**config.mk**
```make
export PLATFORM = sky130hd
export DESIGN_NAME = word_stream_utf8_hex_text_encoder
export DESIGN_NICKNAME = d
export VERILOG_FILES = /design/src/hw/rtl/wsuhe_pkg.sv /design/src/hw/rtl/wsuhe_front.sv /design/src/hw/rtl/wsuhe_queue.sv /design/src/hw/rtl/wsuhe_back.sv /design/src/hw/rtl/word_stream_utf8_hex_text_encoder.sv
export VERILOG_INCLUDE_DIRS = /design/src /design/src/hw/rtl
export SDC_FILE = /design/constraint.sdc
export NUM_CORES = 1
export LEC_CHECK = 0
export ABC_AREA = 1
export BUFFER_PORTS_ARGS = -buffer_cell sky130_fd_sc_hd__buf_2
export CORE_MARGIN = 2
export CORE_UTILIZATION = 25
export DETAILED_ROUTE_END_ITERATION = 10
export GPL_TIMING_DRIVEN = 0
export SLEW_MARGIN = 20
export SYNTH_ARGS = -nofsm -noshare
export SYNTH_HDL_FRONTEND = slang
export SYNTH_HIERARCHICAL = 1
export SYNTH_SLANG_ARGS = --single-unit
```
**constraint.sdc**
```tcl
create_clock -name clk_i -period 4.9 [get_ports clk_i]
set_input_delay 1.47 -clock clk_i [delete_from_list [all_inputs] [get_ports clk_i]]
set_output_delay 1.47 -clock clk_i [all_outputs]
set_load 0.01 [all_outputs]
```
**src/hw/rtl/word_stream_utf8_hex_text_encoder_macros.svh**
```systemverilog
// Assertion macros shared by the word stream text encoder RTL.
// Define NO_ASSERTIONS to compile them out.
`ifndef WORD_STREAM_UTF8_HEX_TEXT_ENCODER_MACROS_SVH
`define WORD_STREAM_UTF8_HEX_TEXT_ENCODER_MACROS_SVH

`ifndef NO_ASSERTIONS

// property must hold at every enabled clock edge
`define WSUHE_ASSERT(lbl, clk, rst_n, prop, msg) \
  lbl: assert property (@(posedge clk) disable iff (!rst_n) (prop)) else $error(msg);

// consequent must hold in the cycle after the antecedent
`define WSUHE_ASSERT_NEXT(lbl, clk, rst_n, ante, cons, msg) \
  lbl: assert property (@(posedge clk) disable iff (!rst_n) (ante) |=> (cons)) else $error(msg);

`else

`define WSUHE_ASSERT(lbl, clk, rst_n, prop, msg)
`define WSUHE_ASSERT_NEXT(lbl, clk, rst_n, ante, cons, msg)

`endif

`endif

```
**src/hw/rtl/wsuhe_pkg.sv**
```systemverilog
// Shared types, constants and helpers of the word stream text encoder.
// No dependencies.
`timescale 1ns / 1ps

package wsuhe_pkg;

  localparam int unsigned UNIT_W      = 16;
  localparam int unsigned BYTE_W      = 8;
  localparam int unsigned FILL_W      = 16;
  localparam int unsigned QUEUE_DEPTH = 2;

  localparam logic [FILL_W-1:0] FILL_MAX      = 16'hFFFF;
  localparam logic [FILL_W-1:0] MAX_CHUNK_RST = 16'hFFFF;

  localparam logic [UNIT_W-1:0] HEX_LIMIT   = 16'h00FF;
  localparam logic [UNIT_W-1:0] UTF8_2_LIMIT = 16'h07FF;
  localparam logic [BYTE_W-1:0] UTF8_LEAD2   = 8'hC0;
  localparam logic [BYTE_W-1:0] UTF8_LEAD3   = 8'hE0;
  localparam logic [BYTE_W-1:0] UTF8_CONT    = 8'h80;
  localparam logic [5:0]        UTF8_PAYLOAD = 6'h3F;

  // register indexes of the configuration port
  typedef enum logic {
    REG_MAX_CHUNK_BYTES  = 1'b0,
    REG_CHUNKING_ENABLED = 1'b1
  } reg_idx_e;

  typedef enum logic {
    KIND_TEXT      = 1'b0,
    KIND_CHUNK_END = 1'b1
  } kind_e;

  // one classified item: optional chunk end, 2 or 3 text bytes, optional chunk end
  typedef struct packed {
    logic              pre_end;
    logic [BYTE_W-1:0] b0;
    logic [BYTE_W-1:0] b1;
    logic [BYTE_W-1:0] b2;
    logic              three;
    logic              post_end;
  } cmd_t;

  // uppercase hex character of a nibble
  function automatic logic [BYTE_W-1:0] hex_char(input logic [3:0] nib);
    logic [BYTE_W-1:0] ext;
    ext = {4'h0, nib};
    if (nib < 4'd10) begin
      hex_char = 8'h30 + ext;
    end else begin
      hex_char = 8'h37 + ext;
    end
  endfunction

endpackage

```
**src/hw/rtl/wsuhe_front.sv**
```systemverilog
// Front end: config registers, chunk fill tracking and classification of
// each code unit into a command. Depends on wsuhe_pkg.
`timescale 1ns / 1ps
`include "word_stream_utf8_hex_text_encoder_macros.svh"

module wsuhe_front import wsuhe_pkg::*; (
  input  logic              clk_i,
  input  logic              rst_ni,
  input  logic              cfg_we_i,
  input  logic              cfg_idx_i,
  input  logic [FILL_W-1:0] cfg_wdata_i,
  input  logic              in_valid_i,
  output logic              in_ready_o,
  input  logic [UNIT_W-1:0] code_unit_i,
  input  logic              end_of_stream_i,
  output logic              push_o,
  output cmd_t              push_cmd_o,
  input  logic              full_i
);

  logic [FILL_W-1:0] max_chunk_q;
  logic              chunk_en_q;
  logic [FILL_W-1:0] fill_q, fill_d;

  logic              is_hex, is_three;
  logic [FILL_W:0]   size_ext;
  logic [FILL_W:0]   need;
  logic              pre_end;
  logic [FILL_W-1:0] base;
  logic [FILL_W:0]   sum;
  logic [FILL_W-1:0] sat;
  logic              accept;

  assign in_ready_o = !full_i;
  assign accept     = in_valid_i && !full_i;
  assign push_o     = accept;

  assign is_hex   = code_unit_i <= HEX_LIMIT;
  assign is_three = code_unit_i > UTF8_2_LIMIT;
  assign size_ext = is_three ? (FILL_W+1)'(3) : (FILL_W+1)'(2);

  assign need    = {1'b0, fill_q} + size_ext;
  assign pre_end = chunk_en_q && (need > {1'b0, max_chunk_q});
  assign base    = pre_end ? '0 : fill_q;
  assign sum     = {1'b0, base} + size_ext;
  assign sat     = sum[FILL_W] ? FILL_MAX : sum[FILL_W-1:0];
  assign fill_d  = end_of_stream_i ? '0 : sat;

  always_comb begin
    push_cmd_o          = '0;
    push_cmd_o.pre_end  = pre_end;
    push_cmd_o.post_end = end_of_stream_i;
    push_cmd_o.three    = is_three;
    push_cmd_o.b2       = UTF8_CONT | {2'b00, code_unit_i[5:0] & UTF8_PAYLOAD};
    if (is_hex) begin
      push_cmd_o.b0 = hex_char(code_unit_i[7:4]);
      push_cmd_o.b1 = hex_char(code_unit_i[3:0]);
    end else if (is_three) begin
      push_cmd_o.b0 = UTF8_LEAD3 | {4'h0, code_unit_i[15:12]};
      push_cmd_o.b1 = UTF8_CONT | {2'b00, code_unit_i[11:6]};
    end else begin
      push_cmd_o.b0 = UTF8_LEAD2 | {3'b000, code_unit_i[10:6]};
      push_cmd_o.b1 = UTF8_CONT | {2'b00, code_unit_i[5:0] & UTF8_PAYLOAD};
    end
  end

  always_ff @(posedge clk_i or negedge rst_ni) begin
    if (!rst_ni) begin
      max_chunk_q <= MAX_CHUNK_RST;
      chunk_en_q  <= 1'b0;
      fill_q      <= '0;
    end else begin
      if (cfg_we_i) begin
        unique case (reg_idx_e'(cfg_idx_i))
          REG_MAX_CHUNK_BYTES:  max_chunk_q <= cfg_wdata_i;
          REG_CHUNKING_ENABLED: chunk_en_q  <= cfg_wdata_i[0];
          default: ;
        endcase
      end
      if (accept) begin
        fill_q <= fill_d;
      end
    end
  end

  `WSUHE_ASSERT_NEXT(a_eos_clears_fill, clk_i, rst_ni, accept && end_of_stream_i,
                     fill_q == '0, "chunk fill not cleared after end of stream")
  `WSUHE_ASSERT(a_no_end_when_off, clk_i, rst_ni, !(push_o && !chunk_en_q && push_cmd_o.pre_end),
                "chunk end requested while chunking is disabled")

endmodule

```
**src/hw/rtl/wsuhe_queue.sv**
```systemverilog
// Short command queue between front and back end.
// Depends on wsuhe_pkg for the command type.
`timescale 1ns / 1ps
`include "word_stream_utf8_hex_text_encoder_macros.svh"

module wsuhe_queue import wsuhe_pkg::*; #(
  parameter int unsigned DEPTH = QUEUE_DEPTH
) (
  input  logic clk_i,
  input  logic rst_ni,
  input  logic push_i,
  input  cmd_t push_cmd_i,
  output logic full_o,
  input  logic pop_i,
  output cmd_t pop_cmd_o,
  output logic valid_o
);

  localparam int unsigned PW = (DEPTH > 1) ? $clog2(DEPTH) : 1;
  localparam int unsigned CW = $clog2(DEPTH + 1);

  cmd_t          mem_q [DEPTH];
  logic [PW-1:0] wr_ptr_q, wr_ptr_d;
  logic [PW-1:0] rd_ptr_q, rd_ptr_d;
  logic [CW-1:0] cnt_q, cnt_d;
  logic          do_push, do_pop;

  assign full_o    = cnt_q == CW'(DEPTH);
  assign valid_o   = cnt_q != '0;
  assign pop_cmd_o = mem_q[rd_ptr_q];
  assign do_push   = push_i && !full_o;
  assign do_pop    = pop_i && valid_o;

  assign wr_ptr_d = !do_push ? wr_ptr_q :
                    (wr_ptr_q == PW'(DEPTH - 1)) ? '0 : wr_ptr_q + PW'(1);
  assign rd_ptr_d = !do_pop ? rd_ptr_q :
                    (rd_ptr_q == PW'(DEPTH - 1)) ? '0 : rd_ptr_q + PW'(1);

  always_comb begin
    cnt_d = cnt_q;
    if (do_push && !do_pop) begin
      cnt_d = cnt_q + CW'(1);
    end else if (do_pop && !do_push) begin
      cnt_d = cnt_q - CW'(1);
    end
  end

  always_ff @(posedge clk_i or negedge rst_ni) begin
    if (!rst_ni) begin
      wr_ptr_q <= '0;
      rd_ptr_q <= '0;
      cnt_q    <= '0;
    end else begin
      wr_ptr_q <= wr_ptr_d;
      rd_ptr_q <= rd_ptr_d;
      cnt_q    <= cnt_d;
    end
  end

  always_ff @(posedge clk_i) begin
    if (do_push) begin
      mem_q[wr_ptr_q] <= push_cmd_i;
    end
  end

  `WSUHE_ASSERT(a_cnt_range, clk_i, rst_ni, cnt_q <= CW'(DEPTH), "queue count overflow")

endmodule

```
**src/hw/rtl/wsuhe_back.sv**
```systemverilog
// Back end: walks one command at a time and sends one result per transfer
// through a registered output stage. Depends on wsuhe_pkg.
`timescale 1ns / 1ps
`include "word_stream_utf8_hex_text_encoder_macros.svh"

module wsuhe_back import wsuhe_pkg::*; (
  input  logic              clk_i,
  input  logic              rst_ni,
  input  cmd_t              cmd_i,
  input  logic              cmd_valid_i,
  output logic              pop_o,
  output logic              out_valid_o,
  input  logic              out_ready_i,
  output logic              out_kind_o,
  output logic [BYTE_W-1:0] out_byte_o,
  output logic              out_last_o
);

  // pending bits: 0 leading chunk end, 1..3 text bytes, 4 trailing chunk end
  logic [4:0]        pend_q, pend_d;
  cmd_t              cur_q;
  logic [4:0]        low;
  logic [4:0]        rest;
  logic              advance, emit, load;
  kind_e             sel_kind;
  logic [BYTE_W-1:0] sel_byte;

  logic              out_valid_q;
  kind_e             out_kind_q;
  logic [BYTE_W-1:0] out_byte_q;
  logic              out_last_q;

  assign advance = !out_valid_q || out_ready_i;
  assign low     = pend_q & (~pend_q + 5'd1);
  assign rest    = pend_q & ~low;
  assign emit    = advance && (pend_q != '0);
  // fetch the next command when idle or when the last pending result leaves
  assign load    = (pend_q == '0) || (emit && (rest == '0));
  assign pop_o   = load && cmd_valid_i;

  always_comb begin
    sel_kind = KIND_TEXT;
    sel_byte = '0;
    priority if (low[0]) begin
      sel_kind = KIND_CHUNK_END;
    end else if (low[1]) begin
      sel_byte = cur_q.b0;
    end else if (low[2]) begin
      sel_byte = cur_q.b1;
    end else if (low[3]) begin
      sel_byte = cur_q.b2;
    end else begin
      sel_kind = KIND_CHUNK_END;
    end
  end

  always_comb begin
    pend_d = pend_q;
    if (load) begin
      pend_d = cmd_valid_i ?
               {cmd_i.post_end, cmd_i.three, 1'b1, 1'b1, cmd_i.pre_end} : '0;
    end else if (emit) begin
      pend_d = rest;
    end
  end

  always_ff @(posedge clk_i or negedge rst_ni) begin
    if (!rst_ni) begin
      pend_q      <= '0;
      out_valid_q <= 1'b0;
    end else begin
      pend_q <= pend_d;
      if (advance) begin
        out_valid_q <= emit;
      end
    end
  end

  always_ff @(posedge clk_i) begin
    if (pop_o) begin
      cur_q <= cmd_i;
    end
    if (emit) begin
      out_kind_q <= sel_kind;
      out_byte_q <= sel_byte;
      out_last_q <= rest == '0;
    end
  end

  assign out_valid_o = out_valid_q;
  assign out_kind_o  = logic'(out_kind_q);
  assign out_byte_o  = out_byte_q;
  assign out_last_o  = out_last_q;

  `WSUHE_ASSERT(a_end_zero_byte, clk_i, rst_ni,
                !(out_valid_q && out_kind_q == KIND_CHUNK_END && out_byte_q != '0),
                "chunk end carries a nonzero byte")
  `WSUHE_ASSERT(a_text_always, clk_i, rst_ni, pend_q == '0 || pend_q[1] || pend_q[2] ||
                pend_q[4] || pend_q[3], "pending mask lost")
  `WSUHE_ASSERT_NEXT(a_load_has_text, clk_i, rst_ni, pop_o, pend_q[1] && pend_q[2],
                     "loaded command without its text bytes")

endmodule

```
**src/hw/rtl/word_stream_utf8_hex_text_encoder.sv**
```systemverilog
// Word stream text encoder: code units in, hex or UTF-8 text bytes and
// chunk ends out, one result per transfer.
//
// Input stream: s_axis_tdata carries one 16-bit code unit (first byte in
// bits 7:0), s_axis_tlast marks the final unit of a stream.
// Output stream: m_axis_tdata is the text byte (zero for a chunk end),
// m_axis_tuser is 0 for text and 1 for a chunk end, m_axis_tlast marks the
// final result of one input item. Each item gives 2 to 5 results.
// Config: cfg_we_i with cfg_idx_i 0 writes max_chunk_bytes, 1 writes
// chunking_enabled (bit 0); write only while the block is idle.
// The first result of an item passes the command queue, the back end's
// command register and the output register. The output sends one result
// per cycle while m_axis_tready is high and commands are queued, without
// gaps between items; the output port sets the rate.
// A stalled receiver holds the output register; the command queue fills
// and then s_axis_tready drops. Reset empties the queue and output,
// clears the chunk fill, sets max_chunk_bytes to 65535 and chunking off.
`timescale 1ns / 1ps

module word_stream_utf8_hex_text_encoder import wsuhe_pkg::*; #(
  parameter int unsigned QueueDepth = QUEUE_DEPTH
) (
  input  logic              clk_i,
  input  logic              rst_ni,
  input  logic              cfg_we_i,
  input  logic              cfg_idx_i,
  input  logic [FILL_W-1:0] cfg_wdata_i,
  input  logic              s_axis_tvalid,
  output logic              s_axis_tready,
  input  logic [15:0]       s_axis_tdata,   // [15:0] code_unit
  input  logic              s_axis_tlast,
  output logic              m_axis_tvalid,
  input  logic              m_axis_tready,
  output logic [7:0]        m_axis_tdata,   // [7:0] text_byte
  output logic              m_axis_tuser,   // [0] kind
  output logic              m_axis_tlast
);

  logic push, full, pop, cmd_valid;
  cmd_t push_cmd, pop_cmd;

  wsuhe_front u_front (
    .clk_i          (clk_i),
    .rst_ni         (rst_ni),
    .cfg_we_i       (cfg_we_i),
    .cfg_idx_i      (cfg_idx_i),
    .cfg_wdata_i    (cfg_wdata_i),
    .in_valid_i     (s_axis_tvalid),
    .in_ready_o     (s_axis_tready),
    .code_unit_i    (s_axis_tdata),
    .end_of_stream_i(s_axis_tlast),
    .push_o         (push),
    .push_cmd_o     (push_cmd),
    .full_i         (full)
  );

  wsuhe_queue #(
    .DEPTH(QueueDepth)
  ) u_queue (
    .clk_i     (clk_i),
    .rst_ni    (rst_ni),
    .push_i    (push),
    .push_cmd_i(push_cmd),
    .full_o    (full),
    .pop_i     (pop),
    .pop_cmd_o (pop_cmd),
    .valid_o   (cmd_valid)
  );

  wsuhe_back u_back (
    .clk_i      (clk_i),
    .rst_ni     (rst_ni),
    .cmd_i      (pop_cmd),
    .cmd_valid_i(cmd_valid),
    .pop_o      (pop),
    .out_valid_o(m_axis_tvalid),
    .out_ready_i(m_axis_tready),
    .out_kind_o (m_axis_tuser),
    .out_byte_o (m_axis_tdata),
    .out_last_o (m_axis_tlast)
  );

endmodule
```
After elaboration in Yosys (flattened, before gate mapping)
Memory sizes are Yosys's and may differ from the RTL's.
Index checks and enable logic that the tools add are counted.
W data, S select, Z words.
{ "classes": {"n_reduce_logical": 23, "addsub": 11, "n_lt_le_gt_ge": 5, "bitwise": 5, "muxes": 23, "n_eq_ne": 1} }
{ "op_table": {"columns": ["operator", "n"], "rows": [
  ["$mux W16", 4],
  ["$add A16 B17 Y17", 2],
  ["$mux W8", 4],
  ["$add A6 B4 Y7 const A", 4],
  ["$gt A17 B16 Y1", 1],
  ["$gt A16 B11 Y1 const B", 1],
  ["$le A16 B8 Y1 const B", 1],
  ["$mux W5", 3],
  ["$mux W14", 1],
  ["$and A5 B5 Y5", 2],
  ["$logic_not A5 Y1", 2],
  ["$not A5 Y5", 2],
  ["$logic_and A1 B1 Y1", 9],
  ["$lt A4 B4 Y1 const B", 2],
  ["$mux W1", 8],
  ["$mux W7", 1],
  ["$reduce_bool A2 Y1", 3],
  ["$add A5 B1 Y5 const B", 1],
  ["$reduce_bool A5 Y1", 1],
  ["$logic_not A1 Y1", 4],
  ["$mux W2", 2],
  ["$reduce_and A2 Y1", 2],
  ["$add A1 B1 Y1 const B", 2],
  ["$add A2 B1 Y2 const B", 1],
  ["4 further kinds", 5]
]} }
{ "word_totals": {"ram_bits": 50, "input_bits": 39, "word_cells": 83, "mem_count": 1, "ff_bits": 77, "output_inout_bits": 12} }
{ "mem_list": {"columns": ["name", "depth", "word_bits", "rd", "rd_ports_with_merged_regs", "wr", "line_no", "source"], "rows": [
  ["u_queue.mem_q", 2, 25, 1, 0, 1, "wsuhe_queue.sv:22", "cmd_t mem_q [DEPTH];"]
]} }

Depth between registers and ports, before layout
Gate-level depths: netlist of the first run.
{ "logic_depth": {"ltp_word": 13, "ltp_mapped": 34, "mapped_depth_nobuf": 34} }

By module
The synthesis of the first run kept the hierarchy.
{ "modules_own_cells": {"columns": ["module", "area_each_um2", "n_inst", "cells_each"], "rows": [
  ["wsuhe_front", 3111.7, 1, 464],
  ["wsuhe_queue", 2245.9, 1, 172],
  ["wsuhe_back", 1616.6, 1, 123]
]} }

Least setup slack after synthesis of the first run
OpenSTA, ideal clock, no wires.
{ "synth_path": {"path_type": "input -> register", "startpoint": "in s_axis_tdata[14]", "endpoint": "reg u_front.fill_q[7]", "required_ps": 4825, "setup_time_ps": 75, "arrival_time_ps": 5039, "stages": 31, "path_buffers": 3, "path_slack_ps": -214, "path_cell_list": "nor4_1 -> nand2_1 -> ha_1 -> inv_1 -> a21oi_1 -> nand3_1 -> nor2_1 -> nand2_1 -> nor2_1 -> inv_1 -> nor2_1 -> o21ai_0 -> inv_1 -> ha_1 -> nand2_1 -> nor2_1 -> nand4_1 -> o21a_1 -> nand2_2 -> buf_6 -> buf_2 -> nand2_1 -> ha_1 -> nor2_1 -> nand3_2 -> inv_2 -> nand2_2 -> buf_6 -> nand3_1 -> nand2_1 -> o21ai_2"} }
{ "synth_via": {"elab_chain_len": 9} }
{ "synth_lines": {"columns": ["item", "line_no", "source"], "rows": [
  ["from (decl)", "word_stream_utf8_hex_text_encoder.sv:30", "input logic [15:0] s_axis_tdata,"],
  ["$gt A16 B11 Y1 *", "wsuhe_front.sv:39", "assign is_three = code_unit_i > UTF8_2_LIMIT;"],
  ["via u_front.is_three", "wsuhe_front.sv:25", "logic is_hex, is_three;"],
  ["$mux W1 *", "wsuhe_front.sv:40", "assign size_ext = is_three ? (FILL_W+1)'(3) : (FILL_W+1)'(2);"],
  ["$add A16 B17 Y17", "wsuhe_front.sv:42", "assign need = {1'b0, fill_q} + size_ext;"],
  ["$gt A17 B16 Y1", "wsuhe_front.sv:43", "assign pre_end = chunk_en_q && (need > {1'b0, max_chunk_q});"],
  ["$logic_and A1 B1 Y1", "wsuhe_front.sv:43", null],
  ["$mux W16", "wsuhe_front.sv:44", "assign base = pre_end ? '0 : fill_q;"],
  ["$add A16 B17 Y17 *", "wsuhe_front.sv:45", "assign sum = {1'b0, base} + size_ext;"],
  ["$mux W16 *", "wsuhe_front.sv:46", "assign sat = sum[FILL_W] ? FILL_MAX : sum[FILL_W-1:0];"],
  ["$mux W16 *", "wsuhe_front.sv:47", "assign fill_d = end_of_stream_i ? '0 : sat;"],
  ["to (signal assigned)", "wsuhe_front.sv:81", "fill_q <= fill_d;"],
  ["to (decl)", "wsuhe_front.sv:23", "logic [FILL_W-1:0] fill_q, fill_d;"]
]} }
The timed path passes the listed nets; every way through them passes the cells marked *.
A chain may end at the register's enable or synchronous reset.

Worst setup path in the final report of the first run
{ "layout_path": {"startpoint": "in s_axis_tdata[13]", "endpoint": "reg u_front.fill_q[1]"} }
{ "layout_via": {"elab_chain_len": 9} }
{ "layout_lines": {"columns": ["item", "line_no", "source"], "rows": [
  ["$gt A16 B11 Y1", "wsuhe_front.sv:39", null],
  ["via u_front.is_three", "wsuhe_front.sv:25", null],
  ["$mux W1", "wsuhe_front.sv:40", null],
  ["$add A16 B17 Y17", "wsuhe_front.sv:42", null],
  ["$gt A17 B16 Y1", "wsuhe_front.sv:43", null],
  ["$logic_and A1 B1 Y1", "wsuhe_front.sv:43", null],
  ["via u_front.pre_end", "wsuhe_front.sv:28", "logic pre_end;"],
  ["$mux W16", "wsuhe_front.sv:44", null],
  ["$add A16 B17 Y17", "wsuhe_front.sv:45", null],
  ["$mux W16", "wsuhe_front.sv:46", null],
  ["$mux W16", "wsuhe_front.sv:47", null]
]} }
The timed path passes the listed nets, and every way through them passes these cells.

==> run metrics, run 1 <==
Post-Synth Adder-Cell Area=4.13%; crit-path most repeated cell=nand2_4; sequential power share=40.1%; crit-path max FO=5; clock skew=0.0127 ns; status=completed; H-tree depth=4; setup ws final=0.124 ns; vias in the first global route=4861; Slew headroom=34.1%; worst path bufs/invs=8; Clk pwr share=28.4%; Core Rows=61; I/O pin count=51; worst slew pin tran=0.983 ns; Max clock buf depth=2; root buf cell=clkbuf_16; final global-route overflow total=0; Seq cells post-synth=131; VDD IR max=0.300 mV; first-pass GRT wire length=24.6 mm; Async SR Flop Fraction=32.8%; CP Class=primary input to register; total CTS buffers=17; DR vias/cell=4.17; top post-synthesis cells by area=edfxtp_1 (38%), nand2_1 (12%), dfrtp_1 (9.7%); period utilization=97.5%; Seq/Total Area, Yosys=53.6%; Max Cap Viol=0; proportion of synthesized area in mux cells=0%; initial core utilization=25.2%; cts hold-fix bufs=0; Routed WL per cell=12.5 microns; syn nets=821; P&R area growth vs syn=24.4%; Die ar.=29200 sq um; combinational share of power=31.4%; min Tclk post-route=4.78 ns; CP startpoint kind=primary input; final setup fails=0; Post-Place Worst Slack=-0.843 ns; post-synth top area cell=edfxtp_1; Netlist cell types=44; chip height=171 microns; pwr/cell area=506 nW/um^2; initial drt markers=277; Multi-input gate area=2840 sq um; vias=5151; post-synth top area share=37.9%; Die X=171 microns; core area=27600 sq um; Final Hold Viols=0; WP data required=5.23 ns; most numerous cell in the Yosys netlist=nand2_1; initial antenna violation count=3; dpl hpwl=11.0 mm; max-slew violation count=0; routability cong.=0.787; TritonCTS clock tree=yes; Critical Path End Type=register; EDFF count, synth=88; share of cells above drive strength 1=27.0%; Synth Cell Area=6970 sq um; nets@finish=905; RSZ-0062 raised after global routing=true; Top delay family on crit path=simple AND/OR/NAND/NOR gates; LEAKAGE=0.00394 uW; IO Port Bufs=50; Residual DRC=0; WL final=15.4 mm; crit path DAT=5.11 ns; FILL cells=2876; Final Power=4390 uW; switching share of total power=35.9%; synthesized area per cell=9.19 sq um; simple-gate portion of the synthesized area=25.7%; Reg area=3740 sq um; Internal=2810 uW; xor/xnor share of the synthesized area=2.01%; Synth warnings=6; largest net degree at the start of global routing=44; largest family of logic cells by synthesized area=simple AND/OR/NAND/NOR gates; CP max stage cell=nor4_4; Compound-Gate Fraction of Synth Area=5.63%; CTS sink cnt=131; clock latency on the worst-skew pair=0.43 ns; Crit path largest cell delay=0.35 ns; dpl cell area=7760 sq um; GR Util All Layers=10.8%; synth cell count leaders=nand2_1 (223), edfxtp_1 (88), inv_1 (88); Final Cell Area=8680 sq um; post-route ant nets=0; Worst-path clk slew=0.06 ns; Post-Synthesis Cells=759; Worst Hold Class=register to register; Switch Pwr=1580 uW; Peak Freq=209 MHz; First-pass DRT Iterations=6; top_reg_cell synth=edfxtp_1
-- what timing repair did --
action,4_1_cts,5_1_grt
resized for setup,9,41
pin swaps,5,17
cloned,0,2
setup endpoints to repair,16,16
buffers inserted,4,9
-- layer usage --
layer	global-route usage [%]	vias to the layer above	share of wire (%)
met5	0	-	0.14
met4	4.31	4	1.7
met3	2.50	25	5.4
met2	17.5	114	48
met1	13.8	2377	45
li1	-	2631	-
-- cells in the final DEF (no fill, tap or decap), drive strengths merged, types with 2 or more instances in the layout --
cell type,instances
edfxtp,88
clkbuf,21
xor2,12
nand2,251
nand3,58
nor4,2
dfrtp,27
clkinv,7
inv,100
nand4,9
nor2,63
ha,23
xnor2,4
nor3,4
a22oi,2
a31oi,2
buf,93
dfstp,16
o21ai,31
clkinvlp,3
a21oi,30
conb,2
-- cells by family after synthesis --
group | Yosys count
compound gates | 72
xor+xnor | 16
buf+inv | 127
fa+ha+maj | 23
simple gates | 388
other cells | 2
flops | 131
-- stage by stage --
step	cells	hold WS (ns)	TNS (ns)	util (%)
floorplan	759	0.442	0	-
global placement	1187	0.457	-11.87	28.0
detailed placement	1188	0.460	-12.54	28.1
CTS	1223	0.476	0	30.4
global route	1234	0.496	-1.17	31.4
finish	1235	0.474	0	31.4
-- power groups by stage --
stage / Sequential (uW) / Clock (uW) / Combinational [uW]
final: 1760 / 1250 / 1380
after floorplan: 1780 / 0 / 913
after global routing: 1800 / 1320 / 1560
after detailed placement: 1790 / 0 / 1300
after CTS: 1770 / 1280 / 1310
after global placement: 1780 / 0 / 1260
-- tightest hold or removal path, delay by kind of cell, from the launching register on --
kind / cells / cell delay (ns)
flops: 1 / 0.34
simple gates: 2 / 0.10
-- flip-flops by register name, summed over array words and instances, names as in the netlist --
signal               flops
u_back/cur_q            24
u_queue/wr_ptr_q         1
u_back/out_kind_o        1
u_back/pend_q            5
u_front/fill_q          16
u_queue/mem_q           54
u_back/out_byte_o        8
u_queue/rd_ptr_q         1
u_queue/cnt_q            2
u_back/out_valid_o       1
u_front/max_chunk_q     16
u_front/chunk_en_q       1
u_back/out_last_o        1
-- final timing paths --
check,from,end,slack (ns),depth (start not counted)
worst max register to register,u_front/fill_q[0],u_front/fill_q[1],1.09,30
worst min register to register,u_queue/cnt_q[1],u_queue/cnt_q[1],0.47,2
max in group asynchronous,rst_ni,u_front/max_chunk_q[3],3.46,1
worst min-delay path,u_queue/cnt_q[1],u_queue/cnt_q[1],0.47,2
worst max-delay path,s_axis_tdata[13],u_front/fill_q[1],0.12,33
min in group asynchronous,rst_ni,u_front/fill_q[13],1.04,1
-- final cells by class --
type,instances,area share (%)
flip-flops and latches,131,43.1
multi-input cells,501,32.7
well taps,378,5.45
clock buffers,17,4.90
repair buffers,66,4.79
inverters,95,4.21
plain buffers,31,2.97
clock inverters,15,1.87
diodes,1,0.0288
No activity file was read; power rests on OpenSTA's default activity.
==> run 2: changes to the inputs <==
==> constraint.sdc (replaced) <==
create_clock -name clk_i -period 4.9 [get_ports clk_i]
set_input_delay 0.245 -clock clk_i [delete_from_list [all_inputs] [get_ports clk_i]]
set_output_delay 0.245 -clock clk_i [all_outputs]
set_load 0.01 [all_outputs]
==> run 2 against run 1 <==
- non-clock buffer count shrank 13
- sequential share of layout area grew 1.8 points
- flip-flop and latch count is the same
- clock-buffer cell count is the same
- critical path depth shrank 1
- first-iteration DRC count grew 1.8%
- total power shrank 2.5%
- global-route usage shrank 0.15 points
- cell count shrank 0.97%
- largest power group unchanged
==> run metrics, run 2 (synthesis gave the netlist of run 1 again) <==
WP data required=5.25 ns (was 5.23 ns); buffers inserted by post-CTS timing repair=0 (was 4); worst path bufs/invs=8 (unchanged); share of cells above drive strength 1=22.2% (was 27.0%); Post-Layout Cell Count=1223 (was 1235); core area=27600 sq um (unchanged); LEAKAGE=0.00380 uW (was 0.00394 uW); vias=5095 (was 5151); final setup fails=0 (unchanged); initial antenna violation count=6 (was 3); CP startpoint kind=primary input (unchanged); I/O pin count=51 (unchanged); setup ws final=0.470 ns (was 0.124 ns); nets@finish=892 (was 905); Multi-input gate area=2630 sq um (was 2840 sq um); root buf cell=clkbuf_16 (unchanged); Post-Place Worst Slack=0.0235 ns (was -0.843 ns); dpl cell area=7730 sq um (was 7760 sq um); DR vias/cell=4.17 (about the same); Worst-path clk slew=0.07 ns (was 0.06 ns); Routed WL per cell=12.2 microns (was 12.5 microns); status=completed (unchanged); post-route ant nets=0 (unchanged); Core Rows=61 (unchanged); H-tree depth=4 (unchanged); crit-path max FO=10 (was 5); Final Cell Area=8330 sq um (was 8680 sq um); Peak Freq=226 MHz (was 209 MHz); total CTS buffers=17 (unchanged); setup TNS=0 ns (unchanged); GR Util All Layers=10.6% (was 10.8%); Final Hold Viols=0 (unchanged); Reg area=3740 sq um (unchanged); VDD IR max=0.318 mV (was 0.300 mV); clock latency on the worst-skew pair=0.42 ns (was 0.43 ns); routability cong.=0.799 (was 0.787); clock skew=0.00963 ns (was 0.0127 ns); WL final=14.9 mm (was 15.4 mm); Largest register FFs=54 (unchanged); Worst Hold Class=primary input to register (was register to register); worst slew pin tran=1.01 ns (was 0.983 ns); first-pass GRT wire length=24.2 mm (was 24.6 mm); Slew headroom=32.5% (was 34.1%); largest net degree at the start of global routing=44 (unchanged); final global-route overflow total=0 (unchanged); dpl hpwl=11.0 mm (about the same); placed cell count=1188 (unchanged); period utilization=90.4% (was 97.5%); Max Cap Viol=0 (unchanged); RSZ-0062 raised after global routing=false (was true); Residual DRC=0 (unchanged); registers with the most flip-flops=u_queue/mem_q: 54 flops, u_back/cur_q: 24 flops (unchanged); Max clock buf depth=2 (unchanged); min Tclk post-route=4.43 ns (was 4.78 ns); First-pass DRT Iterations=5 (was 6); highest-count cells in the layout ignoring fill and taps=nand2_1 (223), edfxtp_1 (88), inv_1 (87) (was nand2_1 (220), edfxtp_1 (88), inv_1 (83)); vias in the first global route=4874 (was 4861); initial drt markers=282 (was 277); cts hold-fix bufs=0 (unchanged); CTS sink cnt=131 (unchanged); crit path DAT=4.78 ns (was 5.11 ns); initial core utilization=25.2% (unchanged); Die X=171 microns (unchanged); P&R area growth vs syn=19.4% (was 24.4%); most common cell after layout, fill and taps aside=nand2_1 (unchanged); FILL cells=2926 (was 2876); TritonCTS clock tree=yes (unchanged); Crit path largest cell delay=0.38 ns (was 0.35 ns); IO Port Bufs=50 (unchanged); post_cts resized=0 (was 9); max-slew violation count=0 (unchanged); chip height=171 microns (unchanged); Top delay family on crit path=simple AND/OR/NAND/NOR gates (unchanged); CP Class=primary input to register (unchanged); Die ar.=29200 sq um (unchanged); CP max stage cell=nor4_1 (was nor4_4); pwr/cell area=514 nW/um^2 (was 506 nW/um^2); Top reg by flops=u_queue/mem_q (unchanged); Critical Path End Type=register (unchanged)
-- run 2: cell types whose count changed in the layout (fill, tap and decap cells not counted), moves of 5 or more --
| cell | change |
|---|---|
| nand2_4 | -5 |
| nand3_1 | +5 |
| ha_1 | +5 |
| buf_4 | -14 |
| nor2_1 | +5 |
-- run 2: final timing paths --
kind	cells after the start	slack (ns)	startpoint	end
min in group asynchronous	2	0.38	rst_ni	u_front/fill_q[13]
setup reg to reg	29	0.50	u_front/fill_q[0]	u_front/fill_q[7]
max in group asynchronous	2	4.11	rst_ni	u_back/out_valid_o
setup / recovery	32	0.47	s_axis_tdata[14]	u_front/fill_q[7]
hold reg to reg	2	0.48	u_front/max_chunk_q[5]	u_front/max_chunk_q[5]
hold / removal	2	0.05	cfg_we_i	u_front/chunk_en_q
-- run 2: layer usage --
metal  global-route usage, %  share of wire [%]  up-vias
li1                        -                  -     2608
met1                    12.8                 45     2352
met2                    17.8                 47       99
met3                    3.08                4.9       28
met4                    4.24                1.8        8
met5                       0               0.29        -
-- run 2: final cells by class --
cell class,count,share of cell area (%)
Antenna cell,2,0.0601
Sequential cell,131,44.9
Multi-Input combinational cell,501,31.6
Inverter,95,4.33
Timing Repair Buffer,52,3.49
Clock buffer,17,5.11
Clock inverter,15,1.83
Buffer,32,3.06
Tap cell,378,5.68
-- run 2: per-stage QoR --
stage               total power (uW)  util [%]  hold WS [ns]
CTS                             4330      30.1        0.0322
detailed placement              3090      28.0         0.467
global route                    4560      30.1        0.0627
finish                          4280      30.1        0.0480
global placement                3040      27.9         0.461
floorplan                       2690         -       -0.0506
-- run 2: power breakdown --
part           total (uW)  internal, uW  switching, uW
clock network        1230           680            547
logic                1290           438            854
registers            1760          1640            115
